### config.mk
export PLATFORM = sky130hd
export DESIGN_NAME = processor_port_with_floating_bits_unit
export DESIGN_NICKNAME = d
export VERILOG_FILES = /design/src/design/ppfb_pkg.sv /design/src/design/ppfb_core.sv /design/src/design/ppfb_out_reg.sv /design/src/design/processor_port_with_floating_bits_unit.sv
export VERILOG_INCLUDE_DIRS = /design/src /design/src/design
export SDC_FILE = /design/constraint.sdc
export NUM_CORES = 1
export LEC_CHECK = 0
export ABC_CLOCK_PERIOD_IN_PS = 5700
export BUFFER_PORTS_ARGS = -buffer_cell sky130_fd_sc_hd__clkbuf_2
export CELL_PAD_IN_SITES_DETAIL_PLACEMENT = 1
export CELL_PAD_IN_SITES_GLOBAL_PLACEMENT = 1
export CORE_MARGIN = 4
export CORE_UTILIZATION = 35
export DETAILED_ROUTE_END_ITERATION = 10
export PLACE_DENSITY_LB_ADDON = 0.05
export SLEW_MARGIN = 30
export SYNTH_ARGS = -nofsm -noshare
export SYNTH_HDL_FRONTEND = slang
export SYNTH_SLANG_ARGS = --single-unit
### constraint.sdc
create_clock -name clk -period 5.7 [get_ports clk]
set_input_delay 0.285 -clock clk [delete_from_list [all_inputs] [get_ports clk]]
set_output_delay 0.285 -clock clk [all_outputs]
set_load 0.01 [all_outputs]
### src/design/processor_port_with_floating_bits_unit_defines.svh
// Assertion macros for the processor port unit.
// Both sample on clk and are masked while rst_n is low.
`ifndef PROCESSOR_PORT_WITH_FLOATING_BITS_UNIT_DEFINES_SVH
`define PROCESSOR_PORT_WITH_FLOATING_BITS_UNIT_DEFINES_SVH

`ifndef SYNTHESIS

`define PPFB_ASSERT(label, prop) \
    label: assert property (@(posedge clk) disable iff (!rst_n) (prop)) \
        else $error("ppfb assertion failed");

`define PPFB_ASSERT_NEXT(label, ante, cons) \
    label: assert property (@(posedge clk) disable iff (!rst_n) (ante) |=> (cons)) \
        else $error("ppfb assertion failed");

`else

`define PPFB_ASSERT(label, prop)

`define PPFB_ASSERT_NEXT(label, ante, cons)

`endif

`endif

### src/design/ppfb_pkg.sv
`default_nettype none

package ppfb_pkg;

    typedef enum logic [1:0] {
        FUNC_RD_DATA = 2'd0,
        FUNC_RD_DIR  = 2'd1,
        FUNC_WR_DATA = 2'd2,
        FUNC_WR_DIR  = 2'd3
    } ppfb_func_t;

    localparam int CYCLE_W     = 64;
    localparam int DISCHARGE_W = 20;

    localparam logic [DISCHARGE_W-1:0] DISCHARGE_RESET = 20'd350000;

    // bit positions within the port
    localparam int CAP3_IDX  = 3;
    localparam int PLAY_IDX  = 4;
    localparam int MOTOR_IDX = 5;
    localparam int CAP6_IDX  = 6;
    localparam int CAP7_IDX  = 7;

    localparam logic [7:0] PULL_ONES = 8'h07;

    typedef struct packed {
        ppfb_func_t         func;
        logic [7:0]         wdata;
        logic [CYCLE_W-1:0] cycle_now;
        logic               play_key;
        logic [7:0]         video_bus_byte;
    } ppfb_req_t;

    typedef struct packed {
        logic [7:0] rdata;
        logic       motor_update;
        logic       motor_on;
        logic       ram_write;
        logic       ram_addr;
        logic [7:0] ram_data;
        logic [7:0] port_value;
        logic [7:0] dir_value;
    } ppfb_rsp_t;

endpackage

`default_nettype wire

### src/design/ppfb_core.sv
`default_nettype none

`include "processor_port_with_floating_bits_unit_defines.svh"

module ppfb_core (
    input  wire logic                                clk,
    input  wire logic                                rst_n,
    input  wire logic                                fire,
    input  wire ppfb_pkg::ppfb_req_t                 item,
    input  wire logic [ppfb_pkg::DISCHARGE_W-1:0]    discharge_cycles,
    output ppfb_pkg::ppfb_rsp_t                      result
);
    import ppfb_pkg::*;

    logic [7:0]         data_reg, data_next;
    logic [7:0]         dir_reg, dir_next;
    logic               cap3_reg, cap3_next;   // bit 3 floats high once armed, until it is made an output again
    logic [CYCLE_W-1:0] dl6_reg, dl6_next;
    logic [CYCLE_W-1:0] dl7_reg, dl7_next;

    logic [CYCLE_W:0]   sum;
    logic [CYCLE_W-1:0] later;
    logic [7:0]         falling;
    logic [7:0]         pulls;

    always_comb
    begin
        sum   = {1'b0, item.cycle_now} + {{(CYCLE_W + 1 - DISCHARGE_W){1'b0}}, discharge_cycles};
        later = sum[CYCLE_W] ? {CYCLE_W{1'b1}} : sum[CYCLE_W-1:0];

        falling = dir_reg & ~item.wdata & data_reg;

        pulls            = PULL_ONES;
        pulls[CAP3_IDX]  = cap3_reg;
        pulls[PLAY_IDX]  = ~item.play_key;
        pulls[MOTOR_IDX] = 1'b0;
        pulls[CAP6_IDX]  = dl6_reg > item.cycle_now;
        pulls[CAP7_IDX]  = dl7_reg > item.cycle_now;

        data_next = data_reg;
        dir_next  = dir_reg;
        cap3_next = cap3_reg;
        dl6_next  = dl6_reg;
        dl7_next  = dl7_reg;

        result = '0;

        unique case (item.func)
            FUNC_RD_DATA:
            begin
                result.rdata = (data_reg & dir_reg) | (pulls & ~dir_reg);
            end
            FUNC_RD_DIR:
            begin
                result.rdata = dir_reg;
            end
            FUNC_WR_DATA:
            begin
                data_next = item.wdata;
                if (dir_reg[MOTOR_IDX])
                begin
                    result.motor_update = 1'b1;
                    result.motor_on     = ~item.wdata[MOTOR_IDX];
                end
                result.ram_write = 1'b1;
                result.ram_addr  = 1'b1;
                result.ram_data  = item.video_bus_byte;
            end
            FUNC_WR_DIR:
            begin
                dir_next = item.wdata;
                if (falling[CAP3_IDX])
                    cap3_next = 1'b1;
                else if (item.wdata[CAP3_IDX])
                    cap3_next = 1'b0;
                if (falling[CAP6_IDX])
                    dl6_next = later;
                else if (item.wdata[CAP6_IDX])
                    dl6_next = '0;
                if (falling[CAP7_IDX])
                    dl7_next = later;
                else if (item.wdata[CAP7_IDX])
                    dl7_next = '0;
                result.ram_write = 1'b1;
                result.ram_addr  = 1'b0;
                result.ram_data  = item.video_bus_byte;
            end
            default:
            begin
                result = '0;
            end
        endcase

        result.port_value = data_next;
        result.dir_value  = dir_next;
    end

    always_ff @(posedge clk or negedge rst_n)
    begin
        if (!rst_n)
        begin
            data_reg <= '0;
            dir_reg  <= '0;
            cap3_reg <= 1'b0;
            dl6_reg  <= '0;
            dl7_reg  <= '0;
        end
        else if (fire)
        begin
            data_reg <= data_next;
            dir_reg  <= dir_next;
            cap3_reg <= cap3_next;
            dl6_reg  <= dl6_next;
            dl7_reg  <= dl7_next;
        end
    end

    `PPFB_ASSERT_NEXT(a_idle_holds, !fire, $stable(data_reg) && $stable(dir_reg) && $stable(dl6_reg))
    `PPFB_ASSERT_NEXT(a_out6_clears, fire && item.func == FUNC_WR_DIR && item.wdata[CAP6_IDX], dl6_reg == '0)
    `PPFB_ASSERT_NEXT(a_out3_clears, fire && item.func == FUNC_WR_DIR && item.wdata[CAP3_IDX], !cap3_reg)

endmodule

`default_nettype wire

### src/design/ppfb_out_reg.sv
`default_nettype none

module ppfb_out_reg (
    input  wire logic                clk,
    input  wire logic                rst_n,
    input  wire logic                load,
    input  wire ppfb_pkg::ppfb_rsp_t load_item,
    output logic                     room,
    output logic                     rsp_valid,
    input  wire logic                rsp_stall,
    output ppfb_pkg::ppfb_rsp_t      rsp_item
);
    import ppfb_pkg::*;

    logic      valid_reg;
    ppfb_rsp_t item_reg;

    // free when empty or when the held result leaves this cycle
    assign room      = !valid_reg || !rsp_stall;
    assign rsp_valid = valid_reg;
    assign rsp_item  = item_reg;

    always_ff @(posedge clk or negedge rst_n)
    begin
        if (!rst_n)
            valid_reg <= 1'b0;
        else if (room)
            valid_reg <= load;
    end

    always_ff @(posedge clk)
    begin
        if (room && load)
            item_reg <= load_item;
    end

endmodule

`default_nettype wire

### src/design/processor_port_with_floating_bits_unit.sv
// Processor I/O port with floating input bits.
//
// Request channel (req_valid / req_stall / req_item): one port access per
// transfer, carrying the function code, write byte, cycle count, play key
// and last video bus byte. Response channel (rsp_valid / rsp_stall /
// rsp_item): exactly one result per access, in order.
// Configuration channel (cfg_valid / cfg_ready / cfg_data): writes the
// discharge count; cfg_ready is always high. Write it only while idle.
//
// An access taken from the request channel is registered, evaluated
// against the port state and loaded into the response register when
// that register has room, which raises rsp_valid. Throughput is one access
// per cycle while rsp_stall is low, bounded by the single evaluation stage.
// A stalled response holds in its register; the input register keeps
// filling, and req_stall rises only when both registers are occupied.
// Reset clears data and direction registers, all discharge deadlines and
// both valid flags, and loads the discharge count with 350000.
`default_nettype none

module processor_port_with_floating_bits_unit (
    input  wire logic                              clk,
    input  wire logic                              rst_n,
    input  wire logic                              req_valid,
    output logic                                   req_stall,
    input  wire ppfb_pkg::ppfb_req_t               req_item,
    output logic                                   rsp_valid,
    input  wire logic                              rsp_stall,
    output ppfb_pkg::ppfb_rsp_t                    rsp_item,
    input  wire logic                              cfg_valid,
    output logic                                   cfg_ready,
    input  wire logic [ppfb_pkg::DISCHARGE_W-1:0]  cfg_data
);
    import ppfb_pkg::*;

    logic                   in_vld_reg, in_vld_next;
    ppfb_req_t              in_item_reg;
    logic [DISCHARGE_W-1:0] discharge_reg;

    logic      room;
    logic      fire;
    logic      req_take;
    ppfb_rsp_t result;

    // an access moves into the response register when there is room for it
    assign fire      = in_vld_reg && room;
    assign req_stall = in_vld_reg && !room;
    assign req_take  = req_valid && !req_stall;
    assign cfg_ready = 1'b1;

    always_comb
    begin
        if (req_take)
            in_vld_next = 1'b1;
        else if (fire)
            in_vld_next = 1'b0;
        else
            in_vld_next = in_vld_reg;
    end

    always_ff @(posedge clk or negedge rst_n)
    begin
        if (!rst_n)
        begin
            in_vld_reg    <= 1'b0;
            discharge_reg <= DISCHARGE_RESET;
        end
        else
        begin
            in_vld_reg <= in_vld_next;
            if (cfg_valid && cfg_ready)
                discharge_reg <= cfg_data;
        end
    end

    always_ff @(posedge clk)
    begin
        if (req_take)
            in_item_reg <= req_item;
    end

    ppfb_core u_core (
        .clk              (clk),
        .rst_n            (rst_n),
        .fire             (fire),
        .item             (in_item_reg),
        .discharge_cycles (discharge_reg),
        .result           (result)
    );

    ppfb_out_reg u_out (
        .clk       (clk),
        .rst_n     (rst_n),
        .load      (fire),
        .load_item (result),
        .room      (room),
        .rsp_valid (rsp_valid),
        .rsp_stall (rsp_stall),
        .rsp_item  (rsp_item)
    );

endmodule

`default_nettype wire

==> reports/qor.yml, run 1 <==
layout:
  syn_to_final_growth_pct: 24.1
  finalNetCount: 1934
  antenna_cells: 0
  fin_area_um2: 18900
  n_fill_cell: 4770
  largest_reg_flops: 83
  multi_input_area_um2: 7050
  drive_gt1_share_pct: 17.1
  seq_area_um2: 7760
logic_synthesis:
  yosysTopAreaCell: "dfrtp_1"
  ys_seq_area_share_pct: 50.8
  syn-cell-area_um2: 15300
  synthCells: 1423
  yosysWarnings: 0
  synth_flop_cell: "dfrtp_1"
  avgSynthCellArea_um2: 10.7
  syn_nets: 1680
  ys_types: 78
  async_flop_share_pct: 58.4
  synth_edf_count: 119
  synth_area_leaders: "dfrtp_1, edfxtp_1, ha_1"
  ys_seq_elements: 286
  synth_top_cell_area_share_pct: 25.9
power:
  ir_worst_vdd_v: 0.000196
  p_leak_nw: 8.55
  power.total_mw: 6.20
  powerDensity_nw_per_um2: 327
sta:
  rsz0062_at_grt: "no"
  slew_headroom_pct: 37.4
  setup_ws_ps: 1790
  tightest_slew_ps: 939
  hold_ws_ps: 397
  timing.final.crit_share_pct: 68.5
  fmax_ghz: 0.256
  fin_skew_ps: 25.1
  fin_crit_ps: 3910
  timing_hold_violations_final: 0
  slew_viol_final: 0
  fin_setup_tns_ps: 0
  setup_violations: 0
setup_path:
  r2r_start: "in_item_reg[9]$_DFFE_PP_"
  critPathLaunch: "in_item_reg[9]$_DFFE_PP_"
  critPathRequiredTime_ps: 6130
  crit_path_end_kind: "flop"
  crit_type: "flop to flop"
  crit_fanout: 12
  critical_path.max_stage_delay_ps: 550
  arrival_ps: 4330
  slowest_stage: "or2_1"
  crit_chain: "ha_1 > fa_1 > a211oi_1 > o211ai_1 > a2bb2oi_1 > nand2_1 > a31o_2 > nand2_1 > or2_1 > nand2_1 > a22o_1"
  critPathLaunchType: "flop"
  cpMostUsedCell: "nand2_1"
cts:
  clk_pin_slew_ps: 60
  cts_root_buffer: "clkbuf_16"
  cts_tree: "yes"
  cts_buffer_depth: 3
  cts_sinks: 286
  h-tree-depth: 2
  clk_latency_ps: 560
  cts_buffers: 38
  post_cts_buffers: 0
die:
  die_area_um2: 47000
  die_height_um: 217
  core_area_um2: 43100
  die_x_um: 217
  rows: 76
  io_pins: 147
  initial_core_util_pct: 35.5
global_routing:
  grt_first_pass_wirelength_mm: 75.6
  grt_max_degree: 90
  grt_pass1_vias: 12800
  grtUsageTotal_pct: 20.5
  antenna_found_initial: 0
  grt-ovfl-total: 0
routing:
  routed_wl_mm: 47.9
  drtIter0Drc: 651
  drt-pass1-iter-count: 5
  drc_errors: 0
  drt-vias-per-instance: 5.20
  ant_nets: 0
  vias: 11900
  wl_per_cell_um: 20.9
place:
  gp_congestion: 0.818
  portBuffers: 145
  place_ws_ps: 1490
  dp_hpwl_mm: 32.7
  dpl_cell_area_um2: 16700
min_path:
  min-delay-path-class: "input pin to async pin"
status:
  status: "complete, no violations"
run:
  drv_cap: 0
==> power breakdown <==
part	switching [mW]	internal, mW
sequential	0.199	2.47
combinational	0.663	0.531
clock	0.952	1.38
==> Yosys cell counts, drive strengths merged (12+ instances only) <==
cell type / number
buf: 13
dfrtp: 158
nor3: 26
o211ai: 46
nor2: 65
xnor2: 43
and2: 15
o21ai: 101
clkbuf: 38
edfxtp: 119
mux2: 44
nand4: 34
nand3: 34
inv: 76
nor4: 18
a21oi: 74
nor2b: 12
a22o: 14
ha: 148
nand2: 208
a21o: 25
==> repair_timing <==
action / CTS / global route
endpoints found under the setup margin: 0 / 0
hold buffers: 106 / 0
hold endpoints to repair: 183 / 0
resized for setup: 0 / 0
==> metrics by stage <==
stage,utilization [%],cells
floorplan,-,1423
global placement,38.7,2115
detailed placement,38.7,2116
CTS,44.0,2291
global route,44.0,2291
finish,44.0,2291
==> layout by cell type, fill, tap and decap left out, types with 7 or more instances in the layout <==
cell | netlist | routed
nand2_1 | 207 | 206
dfrtp_1 | 158 | 158
ha_1 | 148 | 148
clkbuf_2 | 0 | 144
edfxtp_1 | 119 | 119
dlygate4sd3_1 | 0 | 106
o21ai_0 | 100 | 100
inv_1 | 75 | 75
a21oi_1 | 73 | 72
nor2_1 | 64 | 64
o211ai_1 | 46 | 46
mux2_2 | 44 | 44
xnor2_1 | 43 | 43
clkbuf_16 | 0 | 39
nand4_1 | 34 | 34
nand3_1 | 33 | 33
a21o_1 | 25 | 25
nor3_1 | 22 | 21
nor4_1 | 16 | 16
a22o_1 | 14 | 14
and2_1 | 15 | 13
buf_4 | 2 | 13
nor2b_1 | 12 | 11
clkbuf_1 | 38 | 11
dfstp_2 | 9 | 9
a211oi_1 | 7 | 7
a31oi_1 | 7 | 7
xor2_1 | 7 | 7
clkinv_2 | 0 | 7
==> critical path: cells and delay by family, from the launching register on <==
kind | cells | cell delay (ps)
adder cells (fa/ha/maj) | 2 | 710
flip-flops | 1 | 430
AND/OR/NAND/NOR | 4 | 1290
AO/OA/AOI/OAI | 5 | 1350
==> path summary, 6_finish.rpt <==
path	to	slack, ps	depth (start not counted)
worst max-delay path	u_core.dl7_reg[13]$_DFFE_PN0P_	1790	11
min in group clk	in_item_reg[43]$_DFFE_PP_	440	2
worst min register to register	u_core.dl6_reg[55]$_DFFE_PN0P_	480	2
worst min-delay path	u_core.dl7_reg[24]$_DFFE_PN0P_	400	2
worst max register to register	u_core.dl7_reg[13]$_DFFE_PN0P_	1790	11
max in group asynchronous	u_core.dl6_reg[6]$_DFFE_PN0P_	4180	3
==> routing by layer <==
metal	routed length, um	track usage, %	up-vias
li1	-	-	5701
met1	22500	28.4	5962
met2	22900	34.3	194
met3	1520	2.61	56
met4	1010	5.55	0
met5	0	0	-
==> cell families after synthesis <==
kind of cell | synth area share (%)
compound gates | 13.2
xor+xnor | 2.87
fa+ha+maj | 12.3
buf+inv | 3.34
flops | 50.8
mux | 3.57
other cells | 0.0246
simple gates | 13.9
==> cell type report <==
| type | count | area share (%) |
|---|---|---|
| repair buffers | 265 | 10.1 |
| well taps | 585 | 3.86 |
| inverters | 76 | 1.51 |
| multi-input cells | 1010 | 37.2 |
| clock buffers | 52 | 5.51 |
| flip-flops and latches | 286 | 41.0 |
| clock inverters | 17 | 0.806 |
Power figures use the tool's default switching activity.
==> run 2: changes to the inputs <==
--- a/config.mk
+++ b/config.mk
@@ -6,7 +6,8 @@
 export SDC_FILE = /design/constraint.sdc
 export NUM_CORES = 1
 export LEC_CHECK = 0
-export ABC_CLOCK_PERIOD_IN_PS = 5700
+export ABC_AREA = 1
+export ABC_CLOCK_PERIOD_IN_PS = 3750
 export BUFFER_PORTS_ARGS = -buffer_cell sky130_fd_sc_hd__clkbuf_2
 export CELL_PAD_IN_SITES_DETAIL_PLACEMENT = 1
 export CELL_PAD_IN_SITES_GLOBAL_PLACEMENT = 1
==> constraint.sdc (replaced) <==
create_clock -name clk -period 3.75 [get_ports clk]
set_input_delay 0.1875 -clock clk [delete_from_list [all_inputs] [get_ports clk]]
set_output_delay 0.1875 -clock clk [all_outputs]
set_load 0.01 [all_outputs]
==> reports/qor.yml, run 2 <==
logic_synthesis:
  syn-cell-area_um2: 16700  # was 15,300 um2
  async_flop_share_pct: 58.4  # unchanged
  synth_area_leaders: "dfrtp_1, edfxtp_1, nand2_1"  # was dfrtp_1, edfxtp_1, ha_1
  ys_seq_elements: 286  # unchanged
  synth_compound_area_share_pct: 5.17  # was 13.2%
  synthMuxAreaShare_pct: 1.41  # was 3.57%
  synthSimpleGateAreaFrac_pct: 28.7  # was 13.9%
  yosysWarnings: 0  # unchanged
  synthCells: 2043  # was 1,423
  synth_edf_count: 119  # unchanged
  synth_adder_area_share_pct: 11.2  # was 12.3%
  ys_types: 45  # was 78
  synth_flop_cell: "dfrtp_1"  # unchanged
  synth_top_family_by_area: "simple AND/OR/NAND/NOR gates"  # unchanged
  synth_xor_area_share_pct: 1.05  # was 2.87%
  ys_seq_area_share_pct: 46.6  # was 50.8%
  avgSynthCellArea_um2: 8.16  # was 10.7 um2
  synth_top_cell_area_share_pct: 23.7  # was 25.9%
  syn_nets: 2300  # was 1,680
  yosysTopAreaCell: "dfrtp_1"  # unchanged
  yosysMostFrequentCell: "nand2_1"  # unchanged
  ys_top_cells_by_count: "nand2_1, inv_1, dfrtp_1, ha_1, nor2_1"  # was nand2_1, dfrtp_1, ha_1, edfxtp_1, o21ai_0
routing:
  drt-pass1-iter-count: 5  # unchanged
  drt-vias-per-instance: 5.03  # was 5.20
  wl_per_cell_um: 20.3  # was 20.9 um
  drtIter0Drc: 877  # was 651
  routed_wl_mm: 59.9  # was 47.9 mm
  drc_errors: 0  # unchanged
  vias: 14800  # was 11,900
  ant_nets: 0  # unchanged
power:
  powerDensity_nw_per_um2: 468  # was 327 nW/um2
  ir_worst_vdd_v: 0.000340  # was 0.000196 V
  p_leak_nw: 10.6  # was 8.55 nW
  power.total_mw: 9.59  # was 6.20 mW
cts:
  cts_sinks: 286  # unchanged
  cts_tree: "yes"  # unchanged
  h-tree-depth: 2  # unchanged
  clk_latency_ps: 570  # was 560 ps
  clk_pin_slew_ps: 60  # about the same
  cts_buffer_depth: 3  # unchanged
  post_cts_buffers: 0  # unchanged
  cts_buffers: 36  # was 38
  cts_root_buffer: "clkbuf_16"  # unchanged
global_routing:
  grt_first_pass_wirelength_mm: 92.4  # was 75.6 mm
  grt_max_degree: 84  # was 90
  grt_pass1_vias: 15800  # was 12,800
  grt-ovfl-total: 0  # unchanged
  grtUsageTotal_pct: 23.6  # was 20.5%
  antenna_found_initial: 0  # unchanged
layout:
  seq_area_um2: 7760  # unchanged
  drive_gt1_share_pct: 11.8  # was 17.1%
  antenna_cells: 0  # unchanged
  final_cell_mix: "nand2_1, inv_1, dfrtp_1, ha_1, clkbuf_2"  # was nand2_1, dfrtp_1, ha_1, clkbuf_2, edfxtp_1
  final_common_cell: "nand2_1"  # unchanged
  largest_reg_flops: 83  # unchanged
  multi_input_area_um2: 7950  # was 7050 um2
  n_fill_cell: 5658  # was 4,770
  syn_to_final_growth_pct: 22.9  # was 24.1%
  finalNetCount: 2568  # was 1,934
setup_path:
  crit_path_end_kind: "flop"  # unchanged
  r2r_cells: 14  # was 11
  crit_fanout: 15  # was 12
  arrival_ps: 3470  # was 4330 ps
  crit_type: "flop to flop"  # unchanged
  critPathLaunchType: "flop"  # unchanged
  reg2reg_setup_slack_ps: 720  # was 1790 ps
  worstReg2RegEnd: "u_core.dl7_reg[53]$_DFFE_PN0P_"  # was u_core.dl7_reg[13]$_DFFE_PN0P_
  r2r_start: "in_item_reg[9]$_DFFE_PP_"  # unchanged
  critPathRequiredTime_ps: 4190  # was 6130 ps
die:
  core_area_um2: 46900  # was 43,100 um2
  io_pins: 147  # unchanged
  rows: 79  # was 76
  initial_core_util_pct: 35.6  # was 35.5%
  die_x_um: 226  # was 217 um
  die_area_um2: 51200  # was 47,000 um2
  die_height_um: 226  # was 217 um
sta:
  slew_viol_final: 0  # unchanged
  slew_headroom_pct: 33.9  # was 37.4%
  timing_hold_violations_final: 0  # unchanged
  setup_violations: 0  # unchanged
  fin_crit_ps: 3030  # was 3910 ps
  fin_setup_tns_ps: 0  # unchanged
  fmax_ghz: 0.330  # was 0.256 GHz
  tightest_slew_ps: 983  # was 939 ps
  rsz0062_at_grt: "no"  # unchanged
  fin_skew_ps: 31.4  # was 25.1 ps
  timing.final.crit_share_pct: 80.8  # was 68.5%
status:
  status: "complete, no violations"  # unchanged
place:
  dp_hpwl_mm: 44.8  # was 32.7 mm
  portBuffers: 145  # unchanged
  gp_congestion: 0.947  # was 0.818
min_path:
  hold_end: "in_vld_reg$_DFFE_PN0P_"
  min-delay-path-class: "input pin to flop"  # was input pin to async pin
  hold-path-cell-count: 3
  min_from: "req_valid"
run:
  drv_cap: 0  # unchanged
run 2: worst max-delay path: stages (launching register included):
cell and delay [ps]:
edfxtp_1 430, ha_1 260, fa_1 420, nand3_1 90
nand2_1 120, nand2_1 80, nand2_1 150, nand2_1 110
nand3_1 170, nand3_1 160, nand2_1 100, nand2_2 410
nand3_1 230, nand2_1 110, nand2_1 50
run 2: worst max-delay path by stage:
stage                                     start                             end  slack, ps
floorplan           u_out.rsp_valid$_DFFE_PN0N_        in_item_reg[0]$_DFFE_PP_       1060
global placement       in_item_reg[9]$_DFFE_PP_  u_core.dl7_reg[53]$_DFFE_PN0P_        900
detailed placement     in_item_reg[9]$_DFFE_PP_  u_core.dl6_reg[53]$_DFFE_PN0P_        750
CTS                    in_item_reg[9]$_DFFE_PP_  u_core.dl6_reg[53]$_DFFE_PN0P_        720
global route           in_item_reg[9]$_DFFE_PP_  u_core.dl7_reg[50]$_DFFE_PN0P_        510
finish                 in_item_reg[9]$_DFFE_PP_  u_core.dl7_reg[53]$_DFFE_PN0P_        720
run 2: kinds of logic (layout without fill, tap and decap cells):
logic type,after synthesis,after routing
buffers and inverters,248,544
muxes,21,21
xor gates and xnor gates,20,20
DFF,286,286
AOI/OAI and AO/OA,167,167
adders and majority gates,149,149
other,1,1
and+or+nand+nor,1151,1151
run 2: layout make-up:
type / count / area share [%]
multi-input combinational: 1509 / 38.8
timing repair buffer: 269 / 9.68
clock buffer: 51 / 5.19
sequential: 286 / 37.9
clock inverter: 15 / 0.831
tap: 607 / 3.71
inverter: 209 / 3.87
run 2: metal layers:
metal  wire length, um  global-route usage (%)
met5                 0                       0
met4              1980                    7.64
met3              2290                    3.64
met2             28400                    39.8
met1             27200                    31.2
run 2: where the power goes:
| part | total (mW) | internal [mW] | switching, mW |
|---|---|---|---|
| clock network | 3.64 | 2.20 | 1.44 |
| registers | 4.01 | 3.72 | 0.284 |
| logic | 1.95 | 0.715 | 1.23 |
| total | 9.59 | 6.64 | 2.96 |
run 2: per-stage QoR:
stage                     hold slack (ps)  instances  utilization, %  worst slack [ps]  cell area (um2)
after CTS                            44.0       2946            43.7               722            20500
after global placement                323       2774            38.8               900            18200
after global routing                  135       2946            43.7               507            20500
after detailed placement              333       2775            38.8               751            18200
after floorplan                      -108       2043               -              1060            16700
final                                61.6       2946            43.7               718            20500
run 2: repair_timing:
action	in CTS	in global routing
resized for setup	0	0
hold endpoints to repair	176	0
hold buffers	105	0
